**config.mk**
```make
export PLATFORM = sky130hd
export DESIGN_NAME = ws2812_frame_encoder_dimmed_core
export DESIGN_NICKNAME = d
export VERILOG_FILES = /design/src/hdl/wfe_pkg.sv /design/src/hdl/ws2812_frame_encoder_dimmed_core.sv /design/src/hdl/wfe_front.sv /design/src/hdl/wfe_queue.sv /design/src/hdl/wfe_back.sv
export SDC_FILE = /design/constraint.sdc
export NUM_CORES = 1
export LEC_CHECK = 0
export ABC_CLOCK_PERIOD_IN_PS = 7000
export BUFFER_PORTS_ARGS = -buffer_cell sky130_fd_sc_hd__buf_2
export CAP_MARGIN = 10
export CELL_PAD_IN_SITES_DETAIL_PLACEMENT = 1
export CELL_PAD_IN_SITES_GLOBAL_PLACEMENT = 1
export CORE_MARGIN = 1
export CORE_UTILIZATION = 55
export DETAILED_ROUTE_END_ITERATION = 12
export PLACE_DENSITY = 0.9
export SETUP_SLACK_MARGIN = 0.05
export SYNTH_ARGS = -nofsm -noshare
export SYNTH_HDL_FRONTEND = slang
export SYNTH_SLANG_ARGS = --single-unit
```
**constraint.sdc**
```tcl
create_clock -name clk -period 7 [get_ports clk]
set_input_delay 0.35 -clock clk [delete_from_list [all_inputs] [get_ports clk]]
set_output_delay 0.35 -clock clk [all_outputs]
set_load 0.1 [all_outputs]
```
**src/hdl/wfe_pkg.sv**
```systemverilog
// ----------------------------------------------------------------------------
// wfe_pkg
// Shared types, constants and the brightness table for the frame encoder.
// ----------------------------------------------------------------------------
package wfe_pkg;

  localparam int NUM_LEDS     = 16;
  localparam int RESET_SLOTS  = 40;
  localparam int BITS_PER_LED = 24;
  localparam int MAX_SLOTS    = BITS_PER_LED + RESET_SLOTS;
  localparam int SLOT_W       = $clog2(MAX_SLOTS);
  localparam int LED_W        = (NUM_LEDS > 1) ? $clog2(NUM_LEDS) : 1;

  localparam int MAX_ANGLE    = 45;
  localparam int ANGLE_W      = 6;
  localparam int COEF_W       = 17;

  // floor(x/100) == (x*5243) >> 19 for every x below 43000
  localparam int DIV100_MULT  = 5243;
  localparam int DIV100_SHIFT = 19;
  localparam int ONE_MULT     = 66 * DIV100_MULT;
  localparam int ZERO_MULT    = 33 * DIV100_MULT;

  localparam int QUEUE_DEPTH  = 2;
  localparam int QPTR_W       = (QUEUE_DEPTH > 1) ? $clog2(QUEUE_DEPTH) : 1;
  localparam int QCNT_W       = $clog2(QUEUE_DEPTH + 1);

  typedef struct packed {
    logic [BITS_PER_LED-1:0] word;
    logic                    frame_last;
  } entry_t;

  // round(tan(angle deg) * 65536), angle 45 is exactly 1.0
  function automatic logic [COEF_W-1:0] tan_coef(input logic [ANGLE_W-1:0] angle);
    logic [COEF_W-1:0] c;
    unique case (angle)
      6'd0:  c = 17'd0;     6'd1:  c = 17'd1144;  6'd2:  c = 17'd2289;
      6'd3:  c = 17'd3435;  6'd4:  c = 17'd4583;  6'd5:  c = 17'd5734;
      6'd6:  c = 17'd6888;  6'd7:  c = 17'd8047;  6'd8:  c = 17'd9210;
      6'd9:  c = 17'd10380; 6'd10: c = 17'd11556; 6'd11: c = 17'd12739;
      6'd12: c = 17'd13930; 6'd13: c = 17'd15130; 6'd14: c = 17'd16340;
      6'd15: c = 17'd17560; 6'd16: c = 17'd18792; 6'd17: c = 17'd20036;
      6'd18: c = 17'd21294; 6'd19: c = 17'd22566; 6'd20: c = 17'd23853;
      6'd21: c = 17'd25157; 6'd22: c = 17'd26478; 6'd23: c = 17'd27818;
      6'd24: c = 17'd29179; 6'd25: c = 17'd30560; 6'd26: c = 17'd31964;
      6'd27: c = 17'd33392; 6'd28: c = 17'd34846; 6'd29: c = 17'd36327;
      6'd30: c = 17'd37837; 6'd31: c = 17'd39378; 6'd32: c = 17'd40951;
      6'd33: c = 17'd42560; 6'd34: c = 17'd44205; 6'd35: c = 17'd45889;
      6'd36: c = 17'd47615; 6'd37: c = 17'd49385; 6'd38: c = 17'd51202;
      6'd39: c = 17'd53070; 6'd40: c = 17'd54991; 6'd41: c = 17'd56970;
      6'd42: c = 17'd59009; 6'd43: c = 17'd61113; 6'd44: c = 17'd63287;
      default: c = 17'd65536;
    endcase
    return c;
  endfunction

endpackage

```
**src/hdl/ws2812_frame_encoder_dimmed_core.sv**
```systemverilog
// ----------------------------------------------------------------------------
// ws2812_frame_encoder_dimmed_core
// Per-LED dimmed WS2812 PWM duty encoder with frame reset slots.
// ----------------------------------------------------------------------------
// path: front stage register, queue, back end word register, duty output register
// throughput: 24 duty slots per LED item, 64 for the last LED of a frame; the
//   back end emits one duty slot per cycle while pop keeps taking them, and that sets the rate
// reset: rst clears the queue, the frame position and all pending results,
//   and loads timer_top with 89
module ws2812_frame_encoder_dimmed_core (
  input  logic       clk,
  input  logic       rst,
  input  logic       push,
  output logic       full,
  input  logic [7:0] red,
  input  logic [7:0] green,
  input  logic [7:0] blue,
  input  logic [7:0] brightness,
  output logic       empty,
  input  logic       pop,
  output logic [7:0] duty,
  output logic       last_of_item,
  output logic       frame_end,
  input  logic       cfg_valid,
  output logic       cfg_ready,
  input  logic [7:0] cfg_data
);

  logic            fq_push;
  logic            fq_full;
  wfe_pkg::entry_t fq_entry;
  logic            qb_pop;
  logic            qb_empty;
  wfe_pkg::entry_t qb_entry;

  wfe_front u_front (
    .clk        (clk),
    .rst        (rst),
    .push       (push),
    .full       (full),
    .red        (red),
    .green      (green),
    .blue       (blue),
    .brightness (brightness),
    .q_push     (fq_push),
    .q_entry    (fq_entry),
    .q_full     (fq_full)
  );

  wfe_queue u_queue (
    .clk        (clk),
    .rst        (rst),
    .push       (fq_push),
    .push_entry (fq_entry),
    .full       (fq_full),
    .pop        (qb_pop),
    .pop_entry  (qb_entry),
    .empty      (qb_empty)
  );

  wfe_back u_back (
    .clk          (clk),
    .rst          (rst),
    .cfg_valid    (cfg_valid),
    .cfg_ready    (cfg_ready),
    .cfg_data     (cfg_data),
    .q_empty      (qb_empty),
    .q_entry      (qb_entry),
    .q_pop        (qb_pop),
    .empty        (empty),
    .pop          (pop),
    .duty         (duty),
    .last_of_item (last_of_item),
    .frame_end    (frame_end)
  );

endmodule

```
**src/hdl/wfe_front.sv**
```systemverilog
// ----------------------------------------------------------------------------
// wfe_front
// Accepts LED items, tracks the frame position and builds the dimmed GRB word.
// ----------------------------------------------------------------------------
module wfe_front (
  input  logic               clk,
  input  logic               rst,
  input  logic               push,
  output logic               full,
  input  logic [7:0]         red,
  input  logic [7:0]         green,
  input  logic [7:0]         blue,
  input  logic [7:0]         brightness,
  output logic               q_push,
  output wfe_pkg::entry_t    q_entry,
  input  logic               q_full
);

  logic                             s_valid;
  logic [7:0]                       s_red;
  logic [7:0]                       s_green;
  logic [7:0]                       s_blue;
  logic [wfe_pkg::ANGLE_W-1:0]      s_angle;
  logic                             s_frame_last;
  logic [wfe_pkg::LED_W-1:0]        led_index;
  logic                             accept;
  logic                             is_last_led;
  logic [wfe_pkg::ANGLE_W-1:0]      angle_clamped;
  logic [wfe_pkg::COEF_W-1:0]       coef;
  logic [wfe_pkg::COEF_W+7:0]       prod_r;
  logic [wfe_pkg::COEF_W+7:0]       prod_g;
  logic [wfe_pkg::COEF_W+7:0]       prod_b;

  assign full   = s_valid && q_full;
  assign accept = push && !full;
  assign q_push = s_valid && !q_full;

  assign is_last_led   = led_index >= wfe_pkg::LED_W'(wfe_pkg::NUM_LEDS - 1);
  assign angle_clamped = (brightness > 8'(wfe_pkg::MAX_ANGLE)) ?
                         wfe_pkg::ANGLE_W'(wfe_pkg::MAX_ANGLE) :
                         brightness[wfe_pkg::ANGLE_W-1:0];

  always_ff @(posedge clk) begin
    if (rst) begin
      s_valid   <= 1'b0;
      led_index <= '0;
    end else begin
      s_valid <= accept || (s_valid && !q_push);
      if (accept) begin
        led_index <= is_last_led ? '0 : led_index + 1'b1;
      end
    end
  end

  always_ff @(posedge clk) begin
    if (accept) begin
      s_red        <= red;
      s_green      <= green;
      s_blue       <= blue;
      s_angle      <= angle_clamped;
      s_frame_last <= is_last_led;
    end
  end

  // q1.16 scale, truncated
  assign coef   = wfe_pkg::tan_coef(s_angle);
  assign prod_r = (wfe_pkg::COEF_W+8)'(s_red)   * (wfe_pkg::COEF_W+8)'(coef);
  assign prod_g = (wfe_pkg::COEF_W+8)'(s_green) * (wfe_pkg::COEF_W+8)'(coef);
  assign prod_b = (wfe_pkg::COEF_W+8)'(s_blue)  * (wfe_pkg::COEF_W+8)'(coef);

  assign q_entry.word       = {prod_g[23:16], prod_r[23:16], prod_b[23:16]};
  assign q_entry.frame_last = s_frame_last;

endmodule

```
**src/hdl/wfe_queue.sv**
```systemverilog
// ----------------------------------------------------------------------------
// wfe_queue
// Short register queue between the front and back halves.
// ----------------------------------------------------------------------------
module wfe_queue (
  input  logic            clk,
  input  logic            rst,
  input  logic            push,
  input  wfe_pkg::entry_t push_entry,
  output logic            full,
  input  logic            pop,
  output wfe_pkg::entry_t pop_entry,
  output logic            empty
);

  wfe_pkg::entry_t                slots [wfe_pkg::QUEUE_DEPTH];
  logic [wfe_pkg::QPTR_W-1:0]     wr_ptr;
  logic [wfe_pkg::QPTR_W-1:0]     rd_ptr;
  logic [wfe_pkg::QCNT_W-1:0]     count;
  logic                           do_push;
  logic                           do_pop;

  assign full      = count == wfe_pkg::QCNT_W'(wfe_pkg::QUEUE_DEPTH);
  assign empty     = count == '0;
  assign do_push   = push && !full;
  assign do_pop    = pop && !empty;
  assign pop_entry = slots[rd_ptr];

  always_ff @(posedge clk) begin
    if (rst) begin
      wr_ptr <= '0;
      rd_ptr <= '0;
      count  <= '0;
    end else begin
      if (do_push) begin
        wr_ptr <= (wr_ptr == wfe_pkg::QPTR_W'(wfe_pkg::QUEUE_DEPTH - 1)) ? '0 : wr_ptr + 1'b1;
      end
      if (do_pop) begin
        rd_ptr <= (rd_ptr == wfe_pkg::QPTR_W'(wfe_pkg::QUEUE_DEPTH - 1)) ? '0 : rd_ptr + 1'b1;
      end
      if (do_push && !do_pop) count <= count + 1'b1;
      else if (do_pop && !do_push) count <= count - 1'b1;
    end
  end

  always_ff @(posedge clk) begin
    if (do_push) slots[wr_ptr] <= push_entry;
  end

endmodule

```
**src/hdl/wfe_back.sv**
```systemverilog
// ----------------------------------------------------------------------------
// wfe_back
// Serializes queued words into duty slots, appends the frame reset slots.
// ----------------------------------------------------------------------------
module wfe_back (
  input  logic             clk,
  input  logic             rst,
  input  logic             cfg_valid,
  output logic             cfg_ready,
  input  logic [7:0]       cfg_data,
  input  logic             q_empty,
  input  wfe_pkg::entry_t  q_entry,
  output logic             q_pop,
  output logic             empty,
  input  logic             pop,
  output logic [7:0]       duty,
  output logic             last_of_item,
  output logic             frame_end
);

  logic [7:0]                         timer_top;
  logic [31:0]                        one_prod;
  logic [31:0]                        zero_prod;
  logic [7:0]                         duty_one;
  logic [7:0]                         duty_zero;
  logic                               out_valid;
  logic                               cur_active;
  logic [wfe_pkg::BITS_PER_LED-1:0]   cur_word;
  logic                               cur_frame_last;
  logic [wfe_pkg::SLOT_W-1:0]         cnt;
  logic                               adv;
  logic                               last_slot;
  logic                               load;

  assign cfg_ready = 1'b1;

  always_ff @(posedge clk) begin
    if (rst) begin
      timer_top <= 8'd89;
    end else if (cfg_valid) begin
      timer_top <= cfg_data;
    end
  end

  // floor(top*66/100) and floor(top*33/100) through a reciprocal multiply
  assign one_prod  = 32'(timer_top) * 32'(wfe_pkg::ONE_MULT);
  assign zero_prod = 32'(timer_top) * 32'(wfe_pkg::ZERO_MULT);

  always_ff @(posedge clk) begin
    duty_one  <= one_prod[wfe_pkg::DIV100_SHIFT +: 8];
    duty_zero <= zero_prod[wfe_pkg::DIV100_SHIFT +: 8];
  end

  assign empty     = !out_valid;
  assign adv       = !out_valid || pop;
  assign last_slot = cnt == (cur_frame_last ? wfe_pkg::SLOT_W'(wfe_pkg::MAX_SLOTS - 1) :
                                              wfe_pkg::SLOT_W'(wfe_pkg::BITS_PER_LED - 1));
  assign load      = !q_empty && (!cur_active || (adv && last_slot));
  assign q_pop     = load;

  always_ff @(posedge clk) begin
    if (rst) begin
      out_valid  <= 1'b0;
      cur_active <= 1'b0;
    end else begin
      if (adv) out_valid <= cur_active;
      if (load) begin
        cur_active <= 1'b1;
      end else if (adv && last_slot) begin
        cur_active <= 1'b0;
      end
    end
  end

  always_ff @(posedge clk) begin
    if (adv && cur_active) begin
      // msb first while in the bit slots, zero duty in the reset slots
      if (cnt < wfe_pkg::SLOT_W'(wfe_pkg::BITS_PER_LED)) begin
        duty <= cur_word[wfe_pkg::BITS_PER_LED-1] ? duty_one : duty_zero;
      end else begin
        duty <= 8'd0;
      end
      last_of_item <= last_slot;
      frame_end    <= last_slot && cur_frame_last;
    end
    if (load) begin
      cur_word       <= q_entry.word;
      cur_frame_last <= q_entry.frame_last;
      cnt            <= '0;
    end else if (adv && cur_active) begin
      cur_word <= cur_word << 1;
      cnt      <= cnt + 1'b1;
    end
  end

endmodule
```
======== After elaboration in Yosys (flattened, before gate mapping) ========
Memories as Yosys holds them, arrays and structs flattened. A register that Yosys moved wholly into a read port is not among the register bits.
Cells that the tools add are included.
operators by class
  $add $sub $neg .......................... 6
  multipliers ............................. 5
  magnitude comparators ................... 3
  eq/ne operators ......................... 2
  multiplexer cells ....................... 17
  reductions and logical operators ........ 28
operators by type and width
  operator                                                                          count
  8-bit by 17-bit multiplier with 24-bit output                                     3
  8-bit by 18-bit multiplier with 26-bit output (second input constant)             2
  24-bit two-way mux                                                                2
  6-bit two-way mux                                                                 3
  1-bit logical AND                                                                 12
  8-bit by 6-bit greater-than comparator with 1-bit output (second input constant)  1
  1-bit zero test                                                                   8
  1-bit two-way mux                                                                 8
  7-bit two-way mux                                                                 1
  6-bit by 1-bit adder with 6-bit output (second input constant)                    1
  6-bit equality test                                                               1
  6-bit by 5-bit < comparator with 1-bit output (second input constant)             1
  2-bit nonzero test                                                                3
  4-bit by 1-bit adder with 4-bit output (second input constant)                    1
  4-bit greater-or-equal comparator (second input constant)                         1
  2-bit two-way mux                                                                 2
  4-bit two-way mux                                                                 1
  1-bit logical OR                                                                  3
  1-bit adder (second input constant)                                               2
  2-bit by 1-bit adder with 2-bit output (second input constant)                    1
  2-bit equality test (second input constant)                                       1
  2-bit zero test                                                                   1
  2-bit AND reduction                                                               1
  2-bit by 1-bit subtractor with 2-bit output (second input constant)               1
storage, ports and cells
  register bits ........................... 106
  bits in writable memories ............... 50
  ROM bits ................................ 1,088
  bits of input ports ..................... 45
  memories kept ........................... 2
memory list
  name              depth  width  read ports  clocked after memory_dff  write ports  line             RTL
  (name not given)  64     17     1           1                         0            wfe_pkg.sv:36    unique case (angle)
  u_queue.slots     2      25     1           1                         1            wfe_queue.sv:16  wfe_pkg::entry_t slots [wfe_pkg::QUEUE_DEPTH];

======== Depth between registers and ports, before layout ========
Gate-level depths: netlist of run 1.
  word-level depth ........................ 9
  mapped depth ............................ 19
  mapped depth without buffers ............ 17

======== Modules after synthesis ========
Synthesis of run 1 repeated with hierarchy kept, for this count alone.
unflattened totals
  cell total of the unflattened synthesis .. 2,116
  area, all modules ....................... 20,975.1 um^2
by module, submodules not included
  module     instances  cells each  area each (um^2)  sequential area each (um^2)
  wfe_front  1          1,586       14,290.0          1,371.3
  wfe_back   1          427         4,667.0           1,531.5
  wfe_queue  1          103         2,018.2           1,601.5

======== Worst setup path before layout of run 1 ========
OpenSTA, ideal clock, no wires.
  path kind ............................... register -> register
  start point ............................. register u_front.s_blue[5]
  end point ............................... memory u_queue.slots[0][8] (netlist name), data pin
  setup time .............................. 0.265 ns
  arrival time ............................ 4.506 ns
  setup slack ............................. 2.229 ns
  stages on the path, launching flop included .. 17
  buffers on the path ..................... 1
  clock period less this slack ............ 4.771 ns
  cell sequence ........................... edfxtp_1 clkbuf_1 and2_1 fa_1 fa_1 fa_1 inv_1 fa_1 inv_1 ha_1 a21oi_1 a21boi_0 o31a_1 o41a_1 o22ai_2 mux2i_1 a221o_1
RTL lines
  what                      line             RTL
  start: declaration        wfe_front.sv:22  logic [7:0] s_blue;
  start signal: assignment  wfe_front.sv:59  s_blue <= blue;
  end: declaration          wfe_queue.sv:16

==> impl_metrics.ini, run 1 <==
[clock_tree]
cts_sinks = 167
cts_max_path_buffers = 2
clock_latency_ps = 470
cts_setup_buffers = 0
h-tree-depth = 4
cts_inserted_buffers = 17
cts_resized = 0
postCtsHoldBufs = 0
cts_root_buffer = clkbuf_16
cts_tree = built
path_clk_slew_ps = 80

[global_routing]
grt_max_degree = 55
grt_usage_pct = 32.7
antenna_found_initial = 0
grt_pass1_vias = 18095
grt_pass1_wl_microns = 96900
overflow = 0

[routing]
ant_nets = 0
wire_per_inst_microns = 22.7
vias_per_cell = 5.89
drt_iter0_markers = 994
drc = 0
wirelength_microns = 59900
via_count = 15537
drtPass1Iterations = 5

[run_status]
outcome = finished, final reports clean

[worst_hold_path]
hold_end = u_front.s_red[6]
hold_depth = 1
holdCritStartpoint = red[6]
hold_path.class = primary input to register

[setup_path]
cp-end-kind = register
path_depth = 15
worstPathCellList = and2_1 -> fa_1 -> fa_1 -> fa_1 -> inv_1 -> fa_1 -> inv_1 -> ha_1 -> a21oi_1 -> a21boi_0 -> o31a_1 -> o41a_1 -> o22ai_2 -> mux2i_1 -> a221o_1
cp_slowest_stage_delay_ps = 890
cp_data_required_time_ps = 7210
worstSetupStartpoint = u_front.coef[8]
worstSetupPathType = register to register
cp_slowest_cell = dfxtp_1
cp.arrival_ps = 5860
cp_max_fo = 24
start_kind = register
rr_endpoint = u_queue.slots[1][8]
crit_family = adder cells
rr_worst_depth = 15
cp_num_buf_inv = 2
rrSetupSlack_ps = 1350
cp_common_cell = fa_1
worstReg2RegStart = u_front.coef[8]

[synthesis]
ys_seq_elements = 167
synth_flop_cell = edfxtp_1
ys_async_sr_fraction_pct = 0
synth.cell_area_sq_um = 20800
synth.distinct_cells = 74
syn-num-nets = 2666
yosysSeqAreaShare_pct = 21.7
netlist_instances = 2125
yosysWarnings = 0
synth-edff-count = 116
syn_avg_cell_area_sq_um = 9.79

[pwr]
comb_power_share_pct = 69.4
clkPwrFrac_pct = 10.2
power.density_nw_per_um2 = 434
netSwitchingPower_w = 0.00484
switching_share_pct = 50.6
irDropWorstVdd_v = 0.000489
p_int_w = 0.00473
p_seq_share_pct = 20.4
p_leak_nw = 10.5
power_w = 0.00956

[layout]
syn2layout_area_growth_pct = 5.95
fillers = 4123
antennaDiodeCount = 0
final_cell_mix = inv_1 (365), and2_1 (326), fa_1 (300), ha_1 (196), nand2_1 (134)
layout-drive-gt1-share_pct = 5.43
nets = 2663
mostFrequentLayoutCell = inv_1
final_util_pct = 59.8

[sta]
slew_violations = 0
min_period_ps = 5650
fin_worst_skew_ps = 15.2
rsz0062_at_grt = false
slew_headroom_pct = 29.3
fmax_ghz = 0.177
finalSetupViolCount = 0
tns_ps = 0
hold_slack_ps = 46.5
tightest_slew_ps = 1060
hold_viol_final = 0
min_period_over_period_pct = 80.7

[floorplan]
io_pins = 58
start_util_pct = 56.4
design.core.area_sq_um = 36900
chipWidth_microns = 196
die_h_microns = 196
num_rows = 70
dieArea_sq_um = 38600

[placement]
dp_hpwl_microns = 45600
routabilityCongestion = 0.921
portBuffers = 56

[run]
maxCapViolCount = 0
-- how the worst max path moves through the flow --
| stage | slack, ps | endpoint |
|---|---|---|
| floorplan | 2230 | u_queue.slots[0][8] |
| global placement | 1690 | u_queue.slots[0][24] |
| detailed placement | 1470 | u_queue.slots[0][24] |
| CTS | 1360 | u_queue.slots[1][24] |
| global route | 1050 | u_queue.slots[0][8] |
| finish | 1350 | u_queue.slots[1][8] |
-- area by class of cell --
cell class / instances / area (sq um) / share of cell area, %
clock inverters: 13 / 140 / 0.636
clock buffers: 19 / 433 / 1.96
inverters: 367 / 1380 / 6.25
flip-flops and latches: 167 / 4500 / 20.4
repair buffers: 71 / 393 / 1.78
multi-input cells: 1498 / 14600 / 66.1
well taps: 504 / 631 / 2.86
-- metal layers --
metal / wire length, microns / vias up / GRT usage (%)
met5: 0 / - / 0
met4: 2650 / 0 / 16.2
met3: 2910 / 176 / 5.13
met2: 30700 / 523 / 57.9
met1: 23700 / 8016 / 38.8
li1: - / 6822 / -
-- through the flow --
stage               std cells  cell area (sq um)  setup WS (ps)
finish                   2639              22000           1350
global route             2639              22000           1050
CTS                      2639              22000           1360
detailed placement       2607              21500           1470
global placement         2607              21500           1690
floorplan                2125              20800           2230
-- kinds of logic (layout without fill, tap and decap cells) --
| kind of cell | count (synthesis) | count (layout) | synth area share, % |
|---|---|---|---|
| buf+inv | 460 | 470 | 8.42 |
| simple gates | 641 | 641 | 16.5 |
| mux | 45 | 45 | 2.18 |
| flops | 167 | 167 | 21.7 |
| compound gates | 271 | 271 | 8.73 |
| other cells | 1 | 1 | 0.0180 |
| xor+xnor | 44 | 44 | 1.85 |
| fa+ha+maj | 496 | 496 | 40.7 |
-- state kept, by name, indices dropped and copies added (netlist names), 7 cells and up, named ones only --
signal            cells
u_back.duty_one       7
u_queue.slots        50
u_back.timer_top      8
u_front.s_blue        8
u_front.s_green       8
u_front.coef         17
u_back.duty           8
u_front.s_red         8
u_back.cur_word      24
-- Yosys cell counts (15+ instances only) --
cell	n	area [sq um]
nand4_1	16	100
xor2_1	17	149
edfxtp_1	116	3480
clkbuf_1	81	304
fa_1	300	6010
a21oi_1	91	455
ha_1	196	2450
mux2i_1	43	430
nor2_1	96	360
and2_1	326	2040
a21o_1	15	113
o21ai_0	37	185
nand2_1	134	503
inv_1	366	1370
nand3_1	23	115
xnor2_1	27	236
dfxtp_1	51	1020
-- power by group through the flow --
| stage | registers [W] | clock network, W | logic, W |
|---|---|---|---|
| 3_5_place_dp | 0.00196 | 0 | 0.00645 |
| 3_3_place_gp | 0.00193 | 0 | 0.00575 |
| 4_1_cts | 0.00195 | 0.000985 | 0.00661 |
| 2_1_floorplan | 0.00190 | 0 | 0.00450 |
| 5_1_grt | 0.00198 | 0.00101 | 0.00737 |
| 6_report | 0.00195 | 0.000974 | 0.00664 |
Power figures use the tool's default switching activity.
==> run 2, diff against run 1 <==
Settings changed: ABC_CLOCK_PERIOD_IN_PS 7000 to 5050, CORE_UTILIZATION 55 to 47, PLACE_DENSITY 0.9 to 0.82.
Clock period 7 ns to 5.05 ns, I/O delays scaled along.
==> impl_metrics.ini, run 2 (synthesis results as in run 1) <==
[run_status]
outcome = finished with violations
failed_checks = setup timing

[routing]
wirelength_microns = 71900
drc = 0
drtPass1Iterations = 6
vias_per_cell = 5.86
drt_iter0_markers = 1215
via_count = 16743
wire_per_inst_microns = 25.2
ant_nets = 0

[sta]
tightest_slew_ps = 761
slew_headroom_pct = 49.2
min_period_ps = 5470
tns_ps = -3130
min_period_over_period_pct = 108
slew_violations = 0
fin_worst_skew_ps = 22.0
fin_ws_ps = -417
finalSetupViolCount = 28
fmax_ghz = 0.183
hold_viol_final = 0
rsz0062_at_grt = true

[setup_path]
cp_slowest_stage_delay_ps = 780
cp_data_required_time_ps = 5250
start_kind = register
cp_max_fo = 5
cp_common_cell = buf_4
worstSetupPathType = register to register
cp.arrival_ps = 5670
worstPathCellList = buf_4 -> and2_1 -> fa_1 -> fa_2 -> fa_1 -> inv_1 -> fa_1 -> inv_1 -> ha_1 -> nand4_1 -> nor2_1 -> a211oi_2 -> buf_4 -> o21ai_4 -> buf_4 -> buf_4 -> nor2_2 -> xnor2_2
cp-end-kind = register
cp_slowest_cell = fa_1

[layout]
largest_reg_flops = 50
final_cell_mix = inv_1 (351), and2_1 (306), fa_1 (295), ha_1 (181), nand2_1 (132)
mostFrequentLayoutCell = inv_1
largest_register = u_queue.slots
layout-drive-gt1-share_pct = 15.0
nets = 2800
final_area_sq_um = 23900
fillers = 4822
antennaDiodeCount = 0
syn2layout_area_growth_pct = 15.1

[global_routing]
grt_max_degree = 55
grt_pass1_vias = 18532
grt_pass1_wl_microns = 102000
antenna_found_initial = 0
grt_usage_pct = 29.6
overflow = 0

[floorplan]
start_util_pct = 48.0
dieArea_sq_um = 45100
num_rows = 76
die_h_microns = 212
io_pins = 58
design.core.area_sq_um = 43400
chipWidth_microns = 212

[worst_hold_path]
hold_path.class = primary input to register

[clock_tree]
cts_root_buffer = clkbuf_16
cts_tree = built
cts_inserted_buffers = 17
path_clk_slew_ps = 80
cts_sinks = 167
clock_latency_ps = 480
cts_max_path_buffers = 2
h-tree-depth = 4

[pwr]
irDropWorstVdd_v = 0.000351
power.density_nw_per_um2 = 640
p_leak_nw = 11.4

[placement]
portBuffers = 56
dpl_cell_area_sq_um = 22100
dp_hpwl_microns = 46000
place_ws_ps = -129
routabilityCongestion = 0.892

[run]
maxCapViolCount = 0
==> run 2: layout make-up <==
| cell class | count | area (sq um) | area share, % |
|---|---|---|---|
| clock buffer | 17 | 425 | 1.78 |
| clock inverter | 15 | 213 | 0.888 |
| inverter | 367 | 1380 | 5.75 |
| multi-input combinational | 1498 | 15000 | 62.7 |
| sequential | 167 | 4530 | 18.9 |
| tap | 585 | 732 | 3.06 |
| timing repair buffer | 208 | 1640 | 6.85 |
==> run 2: worst max-delay path: cells and delay by family, from the launching register on <==
| kind | cells | cell delay, ps |
|---|---|---|
| adders and majority gates | 5 | 2580 |
| buffers and inverters | 6 | 750 |
| and+or+nand+nor | 4 | 690 |
| xor gates and xnor gates | 1 | 450 |
| DFF | 1 | 400 |
| AOI/OAI and AO/OA | 2 | 300 |
==> run 2: final timing paths <==
path,startpoint,to,slack (ps),depth (start not counted)
setup / recovery,u_front.s_green[6],u_queue.slots[1][19],-420,18
hold / removal,blue[5],u_front.s_blue[5],7,1
setup reg to reg,u_front.s_green[6],u_queue.slots[1][19],-420,18
hold reg to reg,u_front.led_index[3],u_front.led_index[3],480,1
==> run 2: per-layer routing <==
metal / track usage [%] / wire (microns) / share of wire [%] / up-vias
met5: 0 / 0 / 0 / -
met4: 14.5 / 4220 / 5.9 / 0
met3: 4.45 / 4360 / 6.1 / 286
met2: 52.5 / 36300 / 51 / 825
met1: 35.0 / 27000 / 38 / 8534
li1: - / - / - / 7098
==> run 2: repair_timing <==
action | 4_1_cts | 5_1_grt
pin swaps | 26 | 50
buffers inserted | 24 | 32
hold buffers | 20 | 0
endpoints found under the setup margin | 37 | 43
endpoints found under the hold margin | 20 | 0
resized for setup | 41 | 113
==> run 2: through the flow <==
| step | total power, W | hold WS [ps] | util (%) | cells |
|---|---|---|---|---|
| after detailed placement | 0.0117 | 431 | 51.0 | 2750 |
| after floorplan | 0.00888 | 351 | - | 2125 |
| after global routing | 0.0163 | 10.9 | 55.2 | 2857 |
| final | 0.0153 | 7.26 | 55.2 | 2857 |
| after global placement | 0.0109 | 429 | 51.0 | 2750 |
| after CTS | 0.0139 | 0.869 | 53.8 | 2826 |
==> run 2: power by group <==
part	internal [W]	total, W	switching (W)
sequential	0.00230	0.00263	0.000324
combinational	0.00448	0.0112	0.00670
clock	0.000843	0.00151	0.000670
